<file path="src/rtl/core/bsc_pkg.sv">
// Package for the barometric sensor compensation unit: widths, register
// indexes, reset values, formula constants and small arithmetic helpers.
// No dependencies.
package bsc_pkg;

   localparam int DATA_W = 32;
   localparam int IDX_W  = 3;

   typedef enum logic [IDX_W-1:0] {
      CSR_AC1_AC2 = 3'd0,
      CSR_AC3_AC4 = 3'd1,
      CSR_AC5_AC6 = 3'd2,
      CSR_B1_B2   = 3'd3,
      CSR_MC_MD   = 3'd4,
      CSR_OSS     = 3'd5
   } csr_idx_type;

   localparam logic [31:0] RST_AC1_AC2 = 32'h0198_FFB8;
   localparam logic [31:0] RST_AC3_AC4 = 32'hC7D1_7FE5;
   localparam logic [31:0] RST_AC5_AC6 = 32'h7FF5_5A71;
   localparam logic [31:0] RST_B1_B2   = 32'h182E_0004;
   localparam logic [31:0] RST_MC_MD   = 32'hDDF9_0B34;

   localparam logic [31:0] B6_OFFSET   = 32'd4000;
   localparam logic [31:0] PRES_SCALE  = 32'd50000;
   localparam logic [31:0] K_SQ        = 32'd3038;
   localparam logic [31:0] K_LIN       = 32'hFFFF_E343;  // -7357
   localparam logic [31:0] K_OFS       = 32'd3791;
   localparam logic [31:0] B4_OFFSET   = 32'd32768;

   // Carried beside the temperature divider.
   typedef struct packed {
      logic        func;
      logic [18:0] up;
      logic [31:0] x1;
      logic        neg;
      logic        zero;
   } d1_side_type;

   // Per-item context after the temperature path is done.
   typedef struct packed {
      logic        func;
      logic        err;
      logic [31:0] tval;
   } ctx_type;

   // Carried beside the pressure divider.
   typedef struct packed {
      ctx_type ctx;
      logic    post_shl;
   } d2_side_type;

   function automatic logic [31:0] sx16(input logic [15:0] h);
      return {{16{h[15]}}, h};
   endfunction

   function automatic logic [31:0] asr32(input logic [31:0] x, input logic [4:0] n);
      return 32'($signed(x) >>> n);
   endfunction

endpackage

</file>
<file path="src/rtl/core/bsc_div_pipe.sv">
// Pipelined unsigned 32/32 restoring divider, one quotient bit per stage.
// Depends on bsc_pkg.
module bsc_div_pipe #(
   parameter int SIDE_W = 1
) (
   input  logic              clock,
   input  logic              reset,
   input  logic              en,
   input  logic              in_vld,
   input  logic [31:0]       in_dvd,
   input  logic [31:0]       in_dvs,
   input  logic [SIDE_W-1:0] in_side,
   output logic              out_vld,
   output logic [31:0]       out_quo,
   output logic [SIDE_W-1:0] out_side
);

   localparam int STAGES = bsc_pkg::DATA_W;

   logic              vld_ff  [STAGES];
   logic [31:0]       rem_ff  [STAGES];
   logic [31:0]       dvd_ff  [STAGES];
   logic [31:0]       dvs_ff  [STAGES];
   logic [SIDE_W-1:0] side_ff [STAGES];

   for (genvar g = 0; g < STAGES; g++) begin : g_stage
      logic              p_vld;
      logic [31:0]       p_rem, p_dvd, p_dvs;
      logic [SIDE_W-1:0] p_side;
      logic [32:0]       trial;
      logic              take;
      logic [31:0]       rem_in, dvd_in;

      if (g == 0) begin : g_first
         assign p_vld  = in_vld;
         assign p_rem  = '0;
         assign p_dvd  = in_dvd;
         assign p_dvs  = in_dvs;
         assign p_side = in_side;
      end else begin : g_next
         assign p_vld  = vld_ff[g-1];
         assign p_rem  = rem_ff[g-1];
         assign p_dvd  = dvd_ff[g-1];
         assign p_dvs  = dvs_ff[g-1];
         assign p_side = side_ff[g-1];
      end

      // shift in the next dividend bit, subtract when it fits
      assign trial  = {p_rem, p_dvd[31]};
      assign take   = trial >= {1'b0, p_dvs};
      assign rem_in = take ? 32'(trial - {1'b0, p_dvs}) : trial[31:0];
      assign dvd_in = {p_dvd[30:0], take};

      always_ff @(posedge clock) begin
         if (reset) begin
            vld_ff[g] <= 1'b0;
         end else if (en) begin
            vld_ff[g] <= p_vld;
         end
      end

      always_ff @(posedge clock) begin
         if (en) begin
            rem_ff[g]  <= rem_in;
            dvd_ff[g]  <= dvd_in;
            dvs_ff[g]  <= p_dvs;
            side_ff[g] <= p_side;
         end
      end
   end

   assign out_vld  = vld_ff[STAGES-1];
   assign out_quo  = dvd_ff[STAGES-1];
   assign out_side = side_ff[STAGES-1];

endmodule

</file>
<file path="config.mk">
export PLATFORM = sky130hd
export DESIGN_NAME = bsc_div_pipe
export DESIGN_NICKNAME = d
export VERILOG_FILES = /design/src/rtl/core/bsc_pkg.sv /design/src/rtl/core/bsc_div_pipe.sv
export SDC_FILE = /design/constraint.sdc
export NUM_CORES = 2
export LEC_CHECK = 0
export BUFFER_PORTS_ARGS = -buffer_cell sky130_fd_sc_hd__buf_4
export CORE_ASPECT_RATIO = 0.9
export CORE_UTILIZATION = 40
export DETAILED_ROUTE_END_ITERATION = 6
export HOLD_SLACK_MARGIN = 0.15
export MAX_ROUTING_LAYER = met4
export PLACE_DENSITY = 0.66
export SETUP_SLACK_MARGIN = 0.4
export SYNTH_ARGS = -nofsm -noshare
export SYNTH_HDL_FRONTEND = slang
export SYNTH_SLANG_ARGS = --single-unit
</file>
<file path="constraint.sdc">
create_clock -name clock -period 7.2 [get_ports clock]
set_clock_uncertainty 0.05 [all_clocks]
set_input_delay 1.44 -clock clock [delete_from_list [all_inputs] [get_ports clock]]
set_output_delay 1.44 -clock clock [all_outputs]
set_load 0.1 [all_outputs]
</file>
==> metrics <==
crit path launch type register; I/O pin count ~100; Clk Latency, worst-skew pair 930 ps; Final nets between 10000 and 15000; leak pwr approximately 68 nW; Antenna Nets Post-Route 0; grt total ovfl 0; first-pass GRT wire length 505000 um; most frequent CP cell o21ai_0; # H-tree levels 5; layout cells sized above 1 0.0802; Synth Warn # 0; GRT Resource Usage Total 0.166; period utilization 0.690; RSZ-0062 raised after global routing false; Netlist cell types 93; antenna violations before repair 15; synth-to-layout area growth 11.3%; slowest stage cell, crit path a21oi_4; max-capacitance violation count 0; Hold Fails Final Rpt 0; Post-DP HPWL around 240000 um; max-slew violation count 0; Mapped Cells 12558; Yosys reg bits between 3000 and 4000; min-delay worst type reg -> reg; CTS Buf Count 333; drt total wl ~320000 um; Pre-antenna DRT Iters 6; DRC viols 0; Synth Flop Type edfxtp_1; leading cell types by count after synthesis edfxtp_1 (3072), inv_1 (1231), ha_1 (994); reg-to-reg setup timing slack between 2000 and 2500 ps; power density over the cells between 400 and 500 nW/um^2; Worst Setup End Kind register; CP cell instances inv_1 > ha_1 > nor2b_1 > o21ai_0 > a21boi_0 > o21ai_0 > a21oi_1 > o21ai_0 > o21ai_0 > nand3_1 > nor3_1 > o21ai_0 > a21oi_4 > mux2_2; CTS tree done; Slew @ Worst Pin approximately 1200 ps; Gate power share 0.408; CP max stage delay 960 ps; Req. time, crit path roughly 7800 ps; Port Buffer Count slightly above 100; switch share 0.360; setup TNS 0 ps; synthesized area 154000 um^2; final setup fails 0; Net Count, Synth between 10000 and 15000; total core area 382000 um^2; post-synthesis sequential area ratio 0.599; crit path max fanout 33; Inst Count DP 17513; Die W between 600 and 700 um; pin count of the biggest net entering global routing ~170; post-route non-filler standard cell count 18117; Data arrival, critical path about 5600 ps; Yosys top cell by area edfxtp_1; clk root buf clkbuf_16; Max IR drop VDD 241 uV; sequential share of power 0.371; Clock Power Share 0.221; top cells by area, synth edfxtp_1 (60%), ha_1 (8.1%), a21oi_1 (3.2%), inv_1 (3.0%), o21ai_0 (2.8%); Sinks on Clock Net about 3100; post-cts sizing count 0; Slew Limit Headroom 0.192; P_sw about 0.027 W; EDFF count, synth roughly 3100; fin crit period 4970 ps; outcome finished clean; initial core utilization 0.403; site row count 215; Initial DRC Count 7587; Longest Clk Path Bufs 4; asr flop ratio synth 0; syn avg cell area between 10 and 15 um^2; vias in the first global route approximately 90000; Synth top area share 0.599; overall via count from detail_route 94012; kind of critical path reg -> reg; clk slew on worst S/H paths roughly 60 ps; Int Power between 0.04 and 0.05 W; utilization after layout 0.448; WL/cell ~18 um; drt via density about 5.2; most numerous cell in the Yosys netlist edfxtp_1; hold-fix buffer count after cts 0; f_max approximately 200 MHz; Final Wtd Congestion between 0.9 and 1; setup bufs post-CTS 0; DIE AREA 387000 um^2; Die H between 500 and 600 um
worst max-delay path, delay by kind of cell (launching register included):
kind | cells | cell delay (ps)
muxes | 1 | 420
adders and majority gates | 1 | 300
DFF | 1 | 390
and+or+nand+nor | 3 | 630
AOI/OAI and AO/OA | 8 | 2810
buffers and inverters | 1 | 60
flip-flops by register name, indices dropped and copies added, names as in the netlist:
signal / count
dvd_ff: 1024
dvs_ff: 992
rem_ff: 992
side_ff: 32
vld_ff: 32
power by group through the flow:
| stage | clock (W) | combinational, W | sequential (W) |
|---|---|---|---|
| after floorplan | 0 | 0.0240 | 0.0271 |
| after global placement | 0 | 0.0302 | 0.0284 |
| after detailed placement | 0 | 0.0305 | 0.0284 |
| after CTS | 0.0173 | 0.0308 | 0.0281 |
| after global routing | 0.0179 | 0.0346 | 0.0285 |
| final | 0.0168 | 0.0309 | 0.0281 |
layer usage:
layer / global-route usage / part of all wire
met5: - / 0
met4: 0.0442 / 0.025
met3: 0.0266 / 0.061
met2: 0.245 / 0.43
met1: 0.239 / 0.49
per-stage QoR:
step | power, W | cell area [um^2] | hold slack [ps] | setup WS [ps]
CTS | 0.0762 | 171000 | 283 | 2220
global route | 0.0810 | 171000 | 283 | 1810
global placement | 0.0586 | 161000 | 350 | 2330
floorplan | 0.0511 | 154000 | 350 | 3470
detailed placement | 0.0589 | 161000 | 355 | 2290
finish | 0.0758 | 171000 | 291 | 2230
layout make-up:
cell class | count | area (um^2)
diodes | 9 | 22.5
repair buffers | 181 | 1620
clock inverters | 204 | 2110
fillers | 34416 | 211000
flip-flops and latches | 3072 | 92200
well taps | 5099 | 6380
clock buffers | 391 | 8570
multi-input cells | 7930 | 55900
inverters | 1231 | 4620
layout by cell type, fill, tap and decap left out, drive strengths merged, types with 71 or more instances in the layout:
cell type / count
edfxtp: 3072
clkinv: 141
o21a: 110
xor2: 325
o21bai: 109
nand2b: 160
a21oi: 987
xnor2: 486
nor3: 105
inv: 1246
nor2b: 141
o21ai: 883
and3: 97
buf: 181
nand2: 870
nor2: 642
clkbuf: 391
nand3: 171
a21o: 497
and2: 71
mux2: 283
nand4: 152
ha: 994
a31oi: 105
final timing paths:
kind	start	end	depth (start not counted)
worst max-delay path	dvs_ff[27][1]	rem_ff[1][390]	14
worst min-delay path	dvd_ff[0][77]	dvd_ff[0][110]	0
worst max register to register	dvs_ff[27][1]	rem_ff[1][390]	14
worst min register to register	dvd_ff[0][77]	dvd_ff[0][110]	0
kinds of logic after synthesis:
| group | after synthesis | synth area share |
|---|---|---|
| AO/OA/AOI/OAI | 3225 | 0.130 |
| XOR/XNOR | 811 | 0.0461 |
| adder cells (fa/ha/maj) | 1024 | 0.0847 |
| buffers and inverters | 1556 | 0.0393 |
| flip-flops | 3072 | 0.599 |
| multiplexers | 304 | 0.0221 |
| AND/OR/NAND/NOR | 2566 | 0.0785 |
Note: power is estimated with default switching activity, not from simulation.
